--- config.mk ---
export PLATFORM = sky130hd
export DESIGN_NAME = barometer_temp_pressure_compensation_top
export DESIGN_NICKNAME = d
export VERILOG_FILES = /design/src/hdl/bpc_pkg.sv /design/src/hdl/bpc_front.sv /design/src/hdl/bpc_div.sv /design/src/hdl/bpc_back.sv /design/src/hdl/barometer_temp_pressure_compensation_top.sv
export SDC_FILE = /design/constraint.sdc
export NUM_CORES = 2
export LEC_CHECK = 0
export BUFFER_PORTS_ARGS = -buffer_cell sky130_fd_sc_hd__clkbuf_2
export CAP_MARGIN = 20
export CORE_MARGIN = 2
export CORE_UTILIZATION = 25
export DETAILED_ROUTE_END_ITERATION = 16
export PLACE_DENSITY = 0.5
export SYNTH_ARGS = -nofsm -noshare
export SYNTH_HDL_FRONTEND = slang
export SYNTH_SLANG_ARGS = --single-unit
--- constraint.sdc ---
create_clock -name clk -period 15.56 [get_ports clk]
set_clock_uncertainty 0.1 [all_clocks]
set_input_delay 3.112 -clock clk [delete_from_list [all_inputs] [get_ports clk]]
set_output_delay 3.112 -clock clk [all_outputs]
set_load 0.01 [all_outputs]
--- src/hdl/bpc_pkg.sv ---
// Package for the barometric compensation block: shared types, register
// indexes, status codes, fixed constants and small arithmetic helpers.
// No dependencies.
package bpc_pkg;

    localparam int QueueDepth = 2;

    localparam logic [31:0] TEMP_OFFSET = 32'd4000;
    localparam logic [31:0] PRESS_SCALE = 32'd50000;
    localparam logic [31:0] COEF_SQ     = 32'd3038;
    localparam logic [31:0] COEF_LIN    = 32'd7357;
    localparam logic [31:0] COEF_OFS    = 32'd3791;
    localparam logic [31:0] HALF_SCALE  = 32'd32768;

    typedef enum logic [2:0] {
        REG_CAL_A  = 3'd0,
        REG_CAL_B  = 3'd1,
        REG_B1     = 3'd2,
        REG_B2     = 3'd3,
        REG_MC     = 3'd4,
        REG_MD     = 3'd5,
        REG_OSS    = 3'd6
    } reg_idx_t;

    typedef enum logic [1:0] {
        ST_OK         = 2'd0,
        ST_PRESS_DIV0 = 2'd1,
        ST_TEMP_DIV0  = 2'd2
    } status_t;

    typedef struct packed {
        logic [15:0] ut;
        logic [18:0] up;
    } item_t;

    typedef struct packed {
        logic [15:0] ac1;
        logic [15:0] ac2;
        logic [15:0] ac3;
        logic [15:0] ac4;
        logic [15:0] ac5;
        logic [15:0] ac6;
        logic [15:0] b1;
        logic [15:0] b2;
        logic [15:0] mc;
        logic [15:0] md;
        logic [1:0]  oss;
    } cal_t;

    typedef struct packed {
        logic        start;
        logic [31:0] dividend;
        logic [31:0] divisor;
    } div_req_t;

    typedef struct packed {
        logic        busy;
        logic        done;
        logic [31:0] quot;
        logic [31:0] rem;
    } div_rsp_t;

    // Arithmetic right shift of a 32-bit two's-complement word
    function automatic logic [31:0] asr(input logic [31:0] v, input int s);
        return $unsigned($signed(v) >>> s);
    endfunction

    function automatic logic [31:0] sx16(input logic [15:0] v);
        return {{16{v[15]}}, v};
    endfunction

endpackage

--- src/hdl/bpc_front.sv ---
// Front end of the compensation block: takes reading pairs and holds them
// in a short queue for the back end. Depends on bpc_pkg.
module bpc_front #(
    parameter int DEPTH = bpc_pkg::QueueDepth
) (
    input  logic            clk,
    input  logic            rst_n,
    input  logic            push,
    input  bpc_pkg::item_t  push_item,
    output logic            full,
    input  logic            pop,
    output logic            head_valid,
    output bpc_pkg::item_t  head_item
);
    import bpc_pkg::*;

    localparam int PtrW = (DEPTH > 1) ? $clog2(DEPTH) : 1;
    localparam int CntW = $clog2(DEPTH + 1);
    localparam logic [PtrW-1:0] LastPtr = PtrW'(DEPTH - 1);

    item_t           entry_reg [DEPTH];
    logic [PtrW-1:0] wr_ptr_reg;
    logic [PtrW-1:0] rd_ptr_reg;
    logic [CntW-1:0] cnt_reg;

    assign full       = (cnt_reg == CntW'(DEPTH));
    assign head_valid = (cnt_reg != '0);
    assign head_item  = entry_reg[rd_ptr_reg];

    always_ff @(posedge clk or negedge rst_n)
    begin
        if (!rst_n)
        begin
            wr_ptr_reg <= '0;
            rd_ptr_reg <= '0;
            cnt_reg    <= '0;
        end
        else
        begin
            if (push)
            begin
                entry_reg[wr_ptr_reg] <= push_item;
                wr_ptr_reg <= (wr_ptr_reg == LastPtr) ? '0 : wr_ptr_reg + 1'b1;
            end
            if (pop)
                rd_ptr_reg <= (rd_ptr_reg == LastPtr) ? '0 : rd_ptr_reg + 1'b1;
            if (push && !pop)
                cnt_reg <= cnt_reg + 1'b1;
            else if (pop && !push)
                cnt_reg <= cnt_reg - 1'b1;
        end
    end

    a_no_overflow: assert property (@(posedge clk) disable iff (!rst_n)
        cnt_reg <= CntW'(DEPTH))
        else $error("queue count above depth");
    a_no_underflow: assert property (@(posedge clk) disable iff (!rst_n)
        pop |-> head_valid)
        else $error("pop from empty queue");
    a_no_push_full: assert property (@(posedge clk) disable iff (!rst_n)
        push |-> !full)
        else $error("push into full queue");

endmodule

--- src/hdl/bpc_div.sv ---
// Unsigned 32-bit restoring divider, two quotient bits per cycle.
// Depends on bpc_pkg.
module bpc_div (
    input  logic                clk,
    input  logic                rst_n,
    input  bpc_pkg::div_req_t   req,
    output bpc_pkg::div_rsp_t   rsp
);
    import bpc_pkg::*;

    logic [31:0] q_reg;
    logic [31:0] rem_reg;
    logic [31:0] d_reg;
    logic [3:0]  cnt_reg;
    logic        busy_reg;
    logic        done_reg;
    logic [63:0] step1;
    logic [63:0] step2;

    function automatic logic [63:0] div_step(input logic [31:0] r, input logic [31:0] q,
                                             input logic [31:0] d);
        logic [32:0] r33;
        logic [32:0] diff;
        r33  = {r, q[31]};
        diff = r33 - {1'b0, d};
        if (!diff[32])
            return {diff[31:0], q[30:0], 1'b1};
        return {r33[31:0], q[30:0], 1'b0};
    endfunction

    assign step1 = div_step(rem_reg, q_reg, d_reg);
    assign step2 = div_step(step1[63:32], step1[31:0], d_reg);

    assign rsp.busy = busy_reg;
    assign rsp.done = done_reg;
    assign rsp.quot = q_reg;
    assign rsp.rem  = rem_reg;

    always_ff @(posedge clk or negedge rst_n)
    begin
        if (!rst_n)
        begin
            busy_reg <= 1'b0;
            done_reg <= 1'b0;
            cnt_reg  <= '0;
        end
        else
        begin
            done_reg <= 1'b0;
            if (req.start)
            begin
                q_reg    <= req.dividend;
                rem_reg  <= '0;
                d_reg    <= req.divisor;
                cnt_reg  <= '0;
                busy_reg <= 1'b1;
            end
            else if (busy_reg)
            begin
                rem_reg <= step2[63:32];
                q_reg   <= step2[31:0];
                cnt_reg <= cnt_reg + 1'b1;
                if (cnt_reg == 4'hF)
                begin
                    busy_reg <= 1'b0;
                    done_reg <= 1'b1;
                end
            end
        end
    end

endmodule

--- src/hdl/bpc_back.sv ---
// Back end: sequencer with one shared 32x32 multiplier and the divider,
// evaluates temperature and pressure for one reading pair. Depends on
// bpc_pkg and bpc_div.
module bpc_back (
    input  logic            clk,
    input  logic            rst_n,
    input  bpc_pkg::cal_t   cal,
    input  logic            head_valid,
    input  bpc_pkg::item_t  head_item,
    output logic            pop,
    output logic            done,
    output logic [15:0]     temp_deci_c,
    output logic [19:0]     press_pa,
    output logic [1:0]      status
);
    import bpc_pkg::*;

    typedef enum logic [4:0] {
        S_IDLE, S_T1, S_T2, S_TGO, S_TWAIT, S_T3, S_T4,
        S_P1, S_P2, S_P3, S_P4, S_P5, S_P6, S_P7, S_P8, S_P9,
        S_PGO, S_PWAIT, S_P11, S_P12, S_P13, S_P14, S_P15, S_EMIT
    } state_t;

    state_t      state_reg;
    logic [15:0] ut_reg;
    logic [18:0] up_reg;
    logic [31:0] x1_reg, x2_reg, x3_reg;
    logic [31:0] b5_reg, b6_reg, sq_reg, b3_reg, b4_reg, p_reg;
    logic        flag_reg;
    logic        done_reg;
    logic [15:0] temp_reg;
    logic [19:0] press_reg;
    logic [1:0]  status_reg;

    logic [31:0] mul_a, mul_b, mul_prod;
    logic [31:0] num_t, t_val, b3_pre, q_adj;
    div_req_t    div_req;
    div_rsp_t    div_rsp;

    bpc_div u_div (
        .clk (clk),
        .rst_n (rst_n),
        .req (div_req),
        .rsp (div_rsp)
    );

    // Shared multiplier operand select
    always_comb
    begin
        mul_a = '0;
        mul_b = '0;
        unique case (state_reg)
            S_T1:
            begin
                mul_a = {16'b0, ut_reg} - {16'b0, cal.ac6};
                mul_b = {16'b0, cal.ac5};
            end
            S_P1:    begin mul_a = b6_reg;          mul_b = b6_reg; end
            S_P2:    begin mul_a = sx16(cal.b2);    mul_b = sq_reg; end
            S_P3:    begin mul_a = sx16(cal.ac2);   mul_b = b6_reg; end
            S_P5:    begin mul_a = sx16(cal.ac3);   mul_b = b6_reg; end
            S_P6:    begin mul_a = sx16(cal.b1);    mul_b = sq_reg; end
            S_P8:    begin mul_a = {16'b0, cal.ac4}; mul_b = x3_reg + HALF_SCALE; end
            S_P9:
            begin
                mul_a = {13'b0, up_reg} - b3_reg;
                mul_b = PRESS_SCALE >> cal.oss;
            end
            S_P11:   begin mul_a = asr(p_reg, 8);   mul_b = asr(p_reg, 8); end
            S_P12:   begin mul_a = x1_reg;          mul_b = COEF_SQ; end
            S_P13:   begin mul_a = COEF_LIN;        mul_b = p_reg; end
            default: begin mul_a = '0;              mul_b = '0; end
        endcase
    end

    assign mul_prod = 32'(mul_a * mul_b);

    // Temperature numerator MC*2048, exact in 32 bits
    assign num_t  = {{5{cal.mc[15]}}, cal.mc, 11'b0};
    assign t_val  = asr(b5_reg + 32'd8, 4);
    assign b3_pre = ((sx16(cal.ac1) << 2) + x3_reg) << cal.oss;
    // Floor correction for a negative quotient
    assign q_adj  = !flag_reg ? div_rsp.quot :
                    (div_rsp.rem != '0) ? ~div_rsp.quot : (32'd0 - div_rsp.quot);

    always_comb
    begin
        div_req.start    = 1'b0;
        div_req.dividend = '0;
        div_req.divisor  = '0;
        if (state_reg == S_TGO)
        begin
            div_req.start    = 1'b1;
            div_req.dividend = num_t[31] ? (32'd0 - num_t) : num_t;
            div_req.divisor  = x3_reg[31] ? (32'd0 - x3_reg) : x3_reg;
        end
        else if (state_reg == S_PGO)
        begin
            div_req.start    = 1'b1;
            div_req.dividend = x1_reg[31] ? x1_reg : {x1_reg[30:0], 1'b0};
            div_req.divisor  = b4_reg;
        end
    end

    assign pop         = (state_reg == S_IDLE) && head_valid;
    assign done        = done_reg;
    assign temp_deci_c = temp_reg;
    assign press_pa    = press_reg;
    assign status      = status_reg;

    always_ff @(posedge clk or negedge rst_n)
    begin
        if (!rst_n)
        begin
            state_reg <= S_IDLE;
            done_reg  <= 1'b0;
        end
        else
        begin
            done_reg <= 1'b0;
            unique case (state_reg)
                S_IDLE:
                begin
                    if (head_valid)
                    begin
                        ut_reg    <= head_item.ut;
                        up_reg    <= head_item.up;
                        state_reg <= S_T1;
                    end
                end
                S_T1:
                begin
                    x1_reg    <= asr(mul_prod, 15);
                    state_reg <= S_T2;
                end
                S_T2:
                begin
                    // hold the divisor X1+MD in x3
                    x3_reg <= x1_reg + sx16(cal.md);
                    if ((x1_reg + sx16(cal.md)) == '0)
                    begin
                        temp_reg   <= '0;
                        press_reg  <= '0;
                        status_reg <= ST_TEMP_DIV0;
                        state_reg  <= S_EMIT;
                    end
                    else
                        state_reg <= S_TGO;
                end
                S_TGO:
                begin
                    flag_reg  <= num_t[31] ^ x3_reg[31];
                    state_reg <= S_TWAIT;
                end
                S_TWAIT:
                begin
                    if (div_rsp.done)
                    begin
                        x2_reg    <= q_adj;
                        state_reg <= S_T3;
                    end
                end
                S_T3:
                begin
                    b5_reg    <= x1_reg + x2_reg;
                    state_reg <= S_T4;
                end
                S_T4:
                begin
                    if ((&t_val[31:15]) || !(|t_val[31:15]))
                        temp_reg <= t_val[15:0];
                    else if (t_val[31])
                        temp_reg <= 16'h8000;
                    else
                        temp_reg <= 16'h7FFF;
                    b6_reg    <= b5_reg - TEMP_OFFSET;
                    state_reg <= S_P1;
                end
                S_P1:
                begin
                    sq_reg    <= asr(mul_prod, 12);
                    state_reg <= S_P2;
                end
                S_P2:
                begin
                    x1_reg    <= asr(mul_prod, 11);
                    state_reg <= S_P3;
                end
                S_P3:
                begin
                    x2_reg    <= asr(mul_prod, 11);
                    state_reg <= S_P4;
                end
                S_P4:
                begin
                    x3_reg    <= x1_reg + x2_reg;
                    state_reg <= S_P5;
                end
                S_P5:
                begin
                    b3_reg    <= asr(b3_pre + 32'd2, 2);
                    x1_reg    <= asr(mul_prod, 13);
                    state_reg <= S_P6;
                end
                S_P6:
                begin
                    x2_reg    <= asr(mul_prod, 16);
                    state_reg <= S_P7;
                end
                S_P7:
                begin
                    x3_reg    <= asr(x1_reg + x2_reg + 32'd2, 2);
                    state_reg <= S_P8;
                end
                S_P8:
                begin
                    b4_reg    <= mul_prod >> 15;
                    state_reg <= S_P9;
                end
                S_P9:
                begin
                    if (b4_reg == '0)
                    begin
                        press_reg  <= '0;
                        status_reg <= ST_PRESS_DIV0;
                        state_reg  <= S_EMIT;
                    end
                    else
                    begin
                        x1_reg    <= mul_prod;
                        state_reg <= S_PGO;
                    end
                end
                S_PGO:
                begin
                    flag_reg  <= x1_reg[31];
                    state_reg <= S_PWAIT;
                end
                S_PWAIT:
                begin
                    if (div_rsp.done)
                    begin
                        p_reg     <= flag_reg ? {div_rsp.quot[30:0], 1'b0} : div_rsp.quot;
                        state_reg <= S_P11;
                    end
                end
                S_P11:
                begin
                    x1_reg    <= mul_prod;
                    state_reg <= S_P12;
                end
                S_P12:
                begin
                    x1_reg    <= asr(mul_prod, 16);
                    state_reg <= S_P13;
                end
                S_P13:
                begin
                    x2_reg    <= asr(32'd0 - mul_prod, 16);
                    state_reg <= S_P14;
                end
                S_P14:
                begin
                    p_reg     <= p_reg + asr(x1_reg + x2_reg + COEF_OFS, 4);
                    state_reg <= S_P15;
                end
                S_P15:
                begin
                    if (p_reg[31])
                        press_reg <= '0;
                    else if (p_reg[31:20] != '0)
                        press_reg <= 20'hFFFFF;
                    else
                        press_reg <= p_reg[19:0];
                    status_reg <= ST_OK;
                    state_reg  <= S_EMIT;
                end
                S_EMIT:
                begin
                    done_reg  <= 1'b1;
                    state_reg <= S_IDLE;
                end
                default:
                    state_reg <= S_IDLE;
            endcase
        end
    end

    a_done_pulse: assert property (@(posedge clk) disable iff (!rst_n)
        done |=> !done)
        else $error("result strobe longer than one cycle");
    a_status_code: assert property (@(posedge clk) disable iff (!rst_n)
        done |-> (status == ST_OK || status == ST_PRESS_DIV0 || status == ST_TEMP_DIV0))
        else $error("undefined status code");
    a_temp_div0: assert property (@(posedge clk) disable iff (!rst_n)
        (done && status == ST_TEMP_DIV0) |-> (temp_deci_c == '0 && press_pa == '0))
        else $error("temperature divisor error with nonzero result");
    a_div_idle: assert property (@(posedge clk) disable iff (!rst_n)
        div_req.start |-> !div_rsp.busy)
        else $error("divider started while busy");

endmodule

--- src/hdl/barometer_temp_pressure_compensation_top.sv ---
// Top level of the barometric temperature/pressure compensation block:
// calibration registers, front queue and back-end sequencer.
// Depends on bpc_pkg, bpc_front, bpc_back (which holds bpc_div).
//
//  Channel   Signals                              Transaction
//  --------  -----------------------------------  ---------------------------
//  input     start, busy, raw_temp, raw_press     start && !busy
//  result    done, temp_deci_c, press_pa, status  done (one cycle, no stall)
//  config    cfg_valid, cfg_ready, cfg_index,     cfg_valid && cfg_ready
//            cfg_data
//
// Each reading pair makes up to two passes of the radix-4 divider in the
// back end, one for temperature and one for pressure, plus its steps on the
// shared multiplier.
// The front queue (QUEUE_DEPTH pairs) takes new transactions while the back
// end works; busy rises only when that queue is full.
// Reset is asynchronous, active low; it clears the calibration and control
// registers, not the data registers, and empties the queue. No clearing pass is needed.
// The result receiver cannot stall: each result is shown for one cycle.
module barometer_temp_pressure_compensation_top #(
    parameter int QUEUE_DEPTH = bpc_pkg::QueueDepth
) (
    input  logic        clk,
    input  logic        rst_n,
    input  logic        start,
    output logic        busy,
    input  logic [15:0] raw_temp,
    input  logic [18:0] raw_press,
    output logic        done,
    output logic [15:0] temp_deci_c,
    output logic [19:0] press_pa,
    output logic [1:0]  status,
    input  logic        cfg_valid,
    output logic        cfg_ready,
    input  logic [2:0]  cfg_index,
    input  logic [47:0] cfg_data
);
    import bpc_pkg::*;

    logic [47:0] cal_a_reg;
    logic [47:0] cal_b_reg;
    logic [15:0] b1_reg;
    logic [15:0] b2_reg;
    logic [15:0] mc_reg;
    logic [15:0] md_reg;
    logic [1:0]  oss_reg;

    cal_t  cal;
    item_t push_item;
    item_t head_item;
    logic  push;
    logic  full;
    logic  pop;
    logic  head_valid;

    // Registers are always writable; write them only while nothing is in flight
    assign cfg_ready = 1'b1;

    always_ff @(posedge clk or negedge rst_n)
    begin
        if (!rst_n)
        begin
            cal_a_reg <= '0;
            cal_b_reg <= '0;
            b1_reg    <= '0;
            b2_reg    <= '0;
            mc_reg    <= '0;
            md_reg    <= '0;
            oss_reg   <= '0;
        end
        else if (cfg_valid && cfg_ready)
        begin
            // drop writes to unknown indexes
            case (cfg_index)
                REG_CAL_A: cal_a_reg <= cfg_data;
                REG_CAL_B: cal_b_reg <= cfg_data;
                REG_B1:    b1_reg    <= cfg_data[15:0];
                REG_B2:    b2_reg    <= cfg_data[15:0];
                REG_MC:    mc_reg    <= cfg_data[15:0];
                REG_MD:    md_reg    <= cfg_data[15:0];
                REG_OSS:   oss_reg   <= cfg_data[1:0];
                default:   ;
            endcase
        end
    end

    // Unpack the calibration words: AC1/AC4 sit in the low bits
    assign cal.ac1 = cal_a_reg[15:0];
    assign cal.ac2 = cal_a_reg[31:16];
    assign cal.ac3 = cal_a_reg[47:32];
    assign cal.ac4 = cal_b_reg[15:0];
    assign cal.ac5 = cal_b_reg[31:16];
    assign cal.ac6 = cal_b_reg[47:32];
    assign cal.b1  = b1_reg;
    assign cal.b2  = b2_reg;
    assign cal.mc  = mc_reg;
    assign cal.md  = md_reg;
    assign cal.oss = oss_reg;

    // Accept a reading pair whenever the queue has room
    assign busy         = full;
    assign push         = start && !full;
    assign push_item.ut = raw_temp;
    assign push_item.up = raw_press;

    bpc_front #(
        .DEPTH (QUEUE_DEPTH)
    ) u_front (
        .clk        (clk),
        .rst_n      (rst_n),
        .push       (push),
        .push_item  (push_item),
        .full       (full),
        .pop        (pop),
        .head_valid (head_valid),
        .head_item  (head_item)
    );

    bpc_back u_back (
        .clk         (clk),
        .rst_n       (rst_n),
        .cal         (cal),
        .head_valid  (head_valid),
        .head_item   (head_item),
        .pop         (pop),
        .done        (done),
        .temp_deci_c (temp_deci_c),
        .press_pa    (press_pa),
        .status      (status)
    );

endmodule
Word level (Yosys, flattened, before mapping)
Memory sizes are Yosys's and may differ from the RTL's. A register that Yosys moved wholly into a read port is not among the register bits. Index checks and enable logic that the tools add are counted.

Add/sub/neg operators: 23. Multipliers: 1. Divide/modulo/power cells: 0. $lt $le $gt $ge: 0. Equality and inequality tests: 37. Shift operators: 2. Mux-type cells: 56. Bitwise logic cells: 2. Reductions and logical operators: 53.

Operator list (number): 2-to-1 mux 32 bit (12); one-hot mux 32 bit (11 select lines) (1); one-hot mux 32 bit (8 select lines) (1); one-hot mux 32 bit (6 select lines) (1); 2-to-1 mux 65 bit (2); adder 32 bit (4); 2-to-1 mux 64 bit (2); one-hot mux 32 bit (4 select lines) (1); one-hot mux 5 bit (23 select lines) (1); one-hot mux 32 bit (3 select lines) (1); subtractor 1 x 32 -> 32 bit (first input constant) (3); 2-to-1 mux 20 bit (4); subtractor 33 x 32 -> 33 bit (2); adder 32 x 2 -> 32 bit (second input constant) (2); logical NOT 32 bit (2); one-hot mux 32 bit (2 select lines) (1); one-hot mux 20 bit (3 select lines) (1); 2-to-1 mux 16 bit (3); == test 5 x 4 -> 1 bit (second input constant) (8); == test 5 bit (second input constant) (8); adder 32 x 12 -> 32 bit (second input constant) (1); adder 32 x 16 -> 32 bit (second input constant) (1); adder 32 x 4 -> 32 bit (second input constant) (1); multiplier 32 x 32 -> 32 bit (1); 48 further kinds (110).

Bits in registers: 572. Bits in latches: 0. Bits in writable memories: 70. Memory bits (read-only): 0. Bits of input ports: 90. Output and inout bits: 41. Logic and storage cells: 206. Memories kept: 1.

Memories: u_front.entry_reg (words 2, bits a word 35, read ports 1, clocked after Yosys merged registers in 1, write ports 1, RTL line bpc_front.sv:21) `item_t entry_reg [DEPTH];`.

Longest topological paths before layout
Depth in word-level cells: 7. Depth in mapped cells: 48. Gate-level depth less buffers: 45.

By module
A second synthesis with hierarchy kept.

Cells, all modules: 6552. Area, all modules: 63054.2 µm².

By module, submodules not included: bpc_back (instances 1, cells each 5259, area each 45761.4 µm²); bpc_div (instances 1, cells each 817, area each 8141.6 µm²); barometer_temp_pressure_compensation_top (instances 1, cells each 350, area each 6284.8 µm²); bpc_front (instances 1, cells each 126, area each 2866.5 µm²).

Least setup slack after synthesis
OpenSTA, ideal clock, no wires.

Path type: register -> register. Start point: reg cal_b_reg[34]. End point: reg u_back.x2_reg[25] (data pin). Setup time: 0.281 ns. Data arrival time: 10.648 ns. Data required time: 15.179 ns. Path slack: 4.532 ns. Cell stages (with the launch flop): 43. Path buffers: 3. Clock period less this slack: 11.028 ns. Cell sequence: dfrtp_1 inv_1 ha_1 nor2b_1 o31a_1 o41ai_2 a31oi_1 a221o_1 a2111oi_0 or3_1 buf_4 a21oi_1 buf_2 o211a_1 or2_2 fa_1 inv_1 fa_1 [... 7 more ...] xor2_1 xnor2_1 xnor2_1 xnor2_1 xnor2_1 xnor2_1 xnor3_1 xnor2_1 xnor3_1 xnor2_1 xnor2_1 xnor2_1 xnor3_1 xnor3_1 xor2_2 nor3b_2 buf_6 o22ai_1.

Word-level cells in the longest chain between the ends: 5.

Ends and longest elaborated chain: start: declaration (RTL line barometer_temp_pressure_compensation_top.sv:41) `logic [47:0] cal_b_reg;`; start signal: assignment (RTL line barometer_temp_pressure_compensation_top.sv:76) `REG_CAL_B: cal_b_reg <= cfg_data;`; subtractor 16 x 16 -> 17 bit * (RTL line bpc_back.sv:55) `mul_a = {16'b0, ut_reg} - {16'b0, cal.ac6};`; one-hot mux 32 bit (11 select lines) * (RTL line bpc_back.sv:52) `unique case (state_reg)`; multiplier 32 x 32 -> 32 bit * (RTL line bpc_back.sv:76) `assign mul_prod = 32'(mul_a * mul_b);`; via u_back.mul_prod[31] (RTL line bpc_back.sv:35) `logic [31:0] mul_a, mul_b, mul_prod;`; subtractor 1 x 32 -> 32 bit (RTL line bpc_back.sv:259) `x2_reg <= asr(32'd0 - mul_prod, 16);`; one-hot mux 32 bit (4 select lines) * (RTL line bpc_back.sv:121) `unique case (state_reg)`; end signal: assignment (RTL line bpc_back.sv:159) `x2_reg <= q_adj;`; end signal: assignment (RTL line bpc_back.sv:191) `x2_reg <= asr(mul_prod, 11);`; end signal: assignment (RTL line bpc_back.sv:259); end: declaration (RTL line bpc_back.sv:27) `logic [31:0] x1_reg, x2_reg, x3_reg;`.

The timed path passes the listed nets; every way through them passes the cells marked *. A chain may end at the register's enable or synchronous reset.

Worst setup path in the final report
Start point: reg u_back.state_reg[0]. End point: reg u_back.x2_reg[31] (data pin).

Word-level cells in the longest chain between the ends: 6. Elaborated cells on any way between the ends: 19. Classes of those cells: add/sub: 1; mul: 1; eq/ne: 12; mux: 3; reduce/logical: 2.

Ends and longest elaborated chain: start: declaration (RTL line bpc_back.sv:24) `state_t state_reg;`; start signal: assignment (RTL line bpc_back.sv:115) `state_reg <= S_IDLE;`; start signal: assignment (RTL line bpc_back.sv:128) `state_reg <= S_T1;`; start signal: assignment (RTL line bpc_back.sv:134) `state_reg <= S_T2;`; == test 5 x 3 -> 1 bit or == test 5 x 4 -> 1 bit (tied branches) (RTL line bpc_back.sv:52); OR reduction 3 bit (no line) or OR reduction 2 bit (tied branches); one-hot mux 32 bit (8 select lines) (RTL line bpc_back.sv:52); multiplier 32 x 32 -> 32 bit * (RTL line bpc_back.sv:76); via u_back.mul_prod[30] (RTL line bpc_back.sv:35); subtractor 1 x 32 -> 32 bit * (RTL line bpc_back.sv:259); one-hot mux 32 bit (4 select lines) * (RTL line bpc_back.sv:121).

Marks and branches as above.

==> results by group <==
Status
  • Status: complete, no violations

Layout
  • Layout fillers: 25600
  • Post-route cell area: 0.0692 sq mm
  • Max reg flops: 70
  • Area Overhead vs Synth: 13.1%
  • Layout net count: 7346
  • Share of cells above drive strength 1: between 10% and 20%
  • Final Instance Count excl. Fillers: 9752

Synthesis
  • Cell Area, Synth: 0.0612 sq mm
  • Register bit count reported by yosys: 677
  • Post-Syn Nets: 7240
  • Syn Inst Count: 6372
  • Post-synth EDFFs: 499
  • Ys Warns: 0
  • Synth area leader: edfxtp_1
  • Synth top area cells: edfxtp_1 (24%), fa_1 (14%), ha_1 (7.4%)
  • Yosys top cell area share: 24.5%
  • Ys flop type: edfxtp_1
  • Register area share after synthesis: 31.7%
  • Distinct cells, synth: 105
  • Async set or reset register ratio after synthesis: 26.3%
  • Mapped Avg Cell Area: 9.61 sq um

Run
  • Max-cap violations: 0

Route
  • Routed WL: 256000 um
  • Vias: 50900
  • Via density: about 5.2
  • First drt pass iteration count: 9
  • DRC Markers: 0
  • Antenna Violating Nets Remaining: 0
  • Drt first-iter violations: 5408
  • Wire per inst: 26.3 um

Die
  • Die height: about 500 um
  • Row count: 181
  • Die area: 0.249 sq mm
  • Initial Utilization: 25.2%
  • Core ar.: 0.243 sq mm
  • IO Pins: 131
  • Die Wd: between 400 and 500 um

Setup path
  • Crit-path max FO: 33
  • Setup crit end kind: flip-flop
  • Slowest CP cell: nor3b_2
  • R2R Path End: u_back.x2_reg[31]
  • Max incr delay on CP: 0.88 ns
  • Crit path DAT: 13.52 ns
  • Crit path to: u_back.x2_reg[31]
  • Setup Crit Path Kind: flip-flop to flip-flop
  • R2R cell count: 42
  • CP Launch Type: flip-flop
  • R2R Setup Slk: 2.36 ns
  • Worst path required time: between 15 and 20 ns
  • FF-to-FF Start: u_back.state_reg[0]
  • Worst Setup SP: u_back.state_reg[0]

STA
  • Setup TNS: 0 ns
  • Worst slew pin tran: 1.19 ns
  • F_max: 0.0757 GHz
  • RSZ-0062 raised after global routing: false
  • Final setup fails: 0
  • Final Slew Violations: 0
  • Hold Fails Final Rpt: 0
  • Relative slew margins: 19.8%
  • Fin crit share: roughly 85%
  • Clock period minus final worst setup slack: between 10 and 15 ns

Global routing
  • Pin count of the biggest net entering global routing: 70
  • Vias in the first global route: approximately 50000
  • Global-route wire length before repair: 363000 um
  • GRT Residual Overflow: 0
  • Tot GR Track Use: 20.1%
  • Initial antenna violation count: 17

Clock tree
  • H-tree depth: 3
  • Hold_buf cts: 0
  • Num Clock Sinks: 677
  • Clock Latency Late Sink: 0.72 ns
  • Setup bufs post-CTS: 0
  • CTS resizes: 0
  • Reg clk slew, reported paths: 0.07 ns
  • Root Buffer: clkbuf_16
  • CTS tree: yes
  • Total CTS buffers: 79
  • Clk buf depth: 3

Placement
  • DP Wirelength: 198000 um
  • Placed Cells: 9599
  • Dpl cell area: 0.0664 sq mm
  • IO buf count: roughly 130
  • GPL Wtd Cong: 0.992

Worst hold path
  • Hold Path Class: flip-flop to flip-flop
==> kinds of logic (layout without fill, tap and decap cells) <==
group                      after synthesis  in the layout  synth area share [%]
xor gates and xnor gates               500            500                  7.28
and+or+nand+nor                       1858           1858                  14.2
buffers and inverters                  935           1107                  5.84
DFF                                    677            677                  31.7
AOI/OAI and AO/OA                     1292           1292                  14.1
other                                    1              7               0.00612
adders and majority gates              778            778                  21.0
muxes                                  331            331                  5.85
==> layout make-up <==
cell class / instances / area [sq um] / share of cell area, %
diodes: 6 / 15.0 / 0.0217
clock buffers: 93 / 2120 / 3.07
clock inverters: 54 / 667 / 0.963
inverters: 647 / 2430 / 3.51
multi-input cells: 4760 / 38500 / 55.6
flip-flops and latches: 677 / 19400 / 28.1
well taps: 3202 / 4010 / 5.79
repair buffers: 313 / 2070 / 2.99
==> worst min path at each step <==
stage                                 from          endpoint  depth (start not counted)
after global placement    u_back.b5_reg[0]  u_back.b6_reg[0]                          0
after detailed placement  u_back.b5_reg[1]  u_back.b6_reg[1]                          0
final                     u_back.b5_reg[1]  u_back.b6_reg[1]                          0
after CTS                 u_back.b5_reg[1]  u_back.b6_reg[1]                          0
after global routing      u_back.b5_reg[1]  u_back.b6_reg[1]                          0
after floorplan           u_back.b5_reg[0]  u_back.b6_reg[0]                          0
==> critical path: cells and delay by family (launching register included) <==
family,cells,cell delay (ns)
and+or+nand+nor,8,2.36
AOI/OAI and AO/OA,14,4.46
DFF,1,0.75
adders and majority gates,9,3.80
xor gates and xnor gates,1,0.14
buffers and inverters,10,1.30
==> per-layer routing <==
layer,routed length [um],GRT usage (%),up-vias
met5,33,0,-
met4,15100,10.4,6
met3,19600,3.32,512
met2,114000,31.6,2163
met1,107000,26.5,25700
li1,-,-,22500
==> cell usage in the layout (no fill, tap or decap), types with 17 or more instances in the layout <==
| master | instances |
|---|---|
| or4_1 | 24 |
| ha_1 | 362 |
| fa_1 | 416 |
| o211ai_1 | 41 |
| a221oi_1 | 41 |
| clkbuf_2 | 128 |
| nand3_1 | 107 |
| dfrtp_1 | 176 |
| o31ai_1 | 44 |
| buf_4 | 182 |
| a21o_1 | 98 |
| nor2_1 | 517 |
| o41ai_1 | 20 |
| a21oi_1 | 270 |
| o21bai_1 | 36 |
| clkbuf_16 | 83 |
| nand2b_1 | 71 |
| xor2_1 | 200 |
| nor4_1 | 37 |
| and2_1 | 45 |
| a221o_1 | 17 |
| edfxtp_1 | 499 |
| and4_1 | 17 |
| o21ai_0 | 313 |
| a222oi_1 | 31 |
| nand2_1 | 634 |
| xnor2_1 | 291 |
| inv_1 | 645 |
| a31oi_1 | 41 |
| nor3_1 | 88 |
| mux2_2 | 215 |
| a211oi_1 | 34 |
| nand4_1 | 43 |
| o21a_1 | 63 |
| and3_1 | 53 |
| a22oi_1 | 82 |
| or3_1 | 35 |
| or2_2 | 34 |
| nor2b_1 | 57 |
| mux2i_1 | 116 |
==> through the flow <==
stage                     setup WS (ns)  hold slack, ns  util, %
after floorplan                    4.53           0.300        -
after global placement             2.67           0.312     27.3
after detailed placement           2.52           0.313     27.3
after CTS                          2.56           0.327     28.4
after global routing               1.73           0.343     28.4
final                              2.36           0.328     28.4
==> synth_stat cells (82+ instances only) <==
cell	instances
a21o_1	98
a21oi_1	270
a22oi_1	82
clkbuf_1	239
dfrtp_1	178
edfxtp_1	499
fa_1	416
ha_1	362
inv_1	645
mux2_2	215
mux2i_1	116
nand2_1	635
nand3_1	107
nor2_1	532
nor3_1	98
o21ai_0	314
xnor2_1	293
xor2_1	201
Power is not shown: default switching activity piles up to over one toggle a cycle in this logic, so the estimate is an artifact.
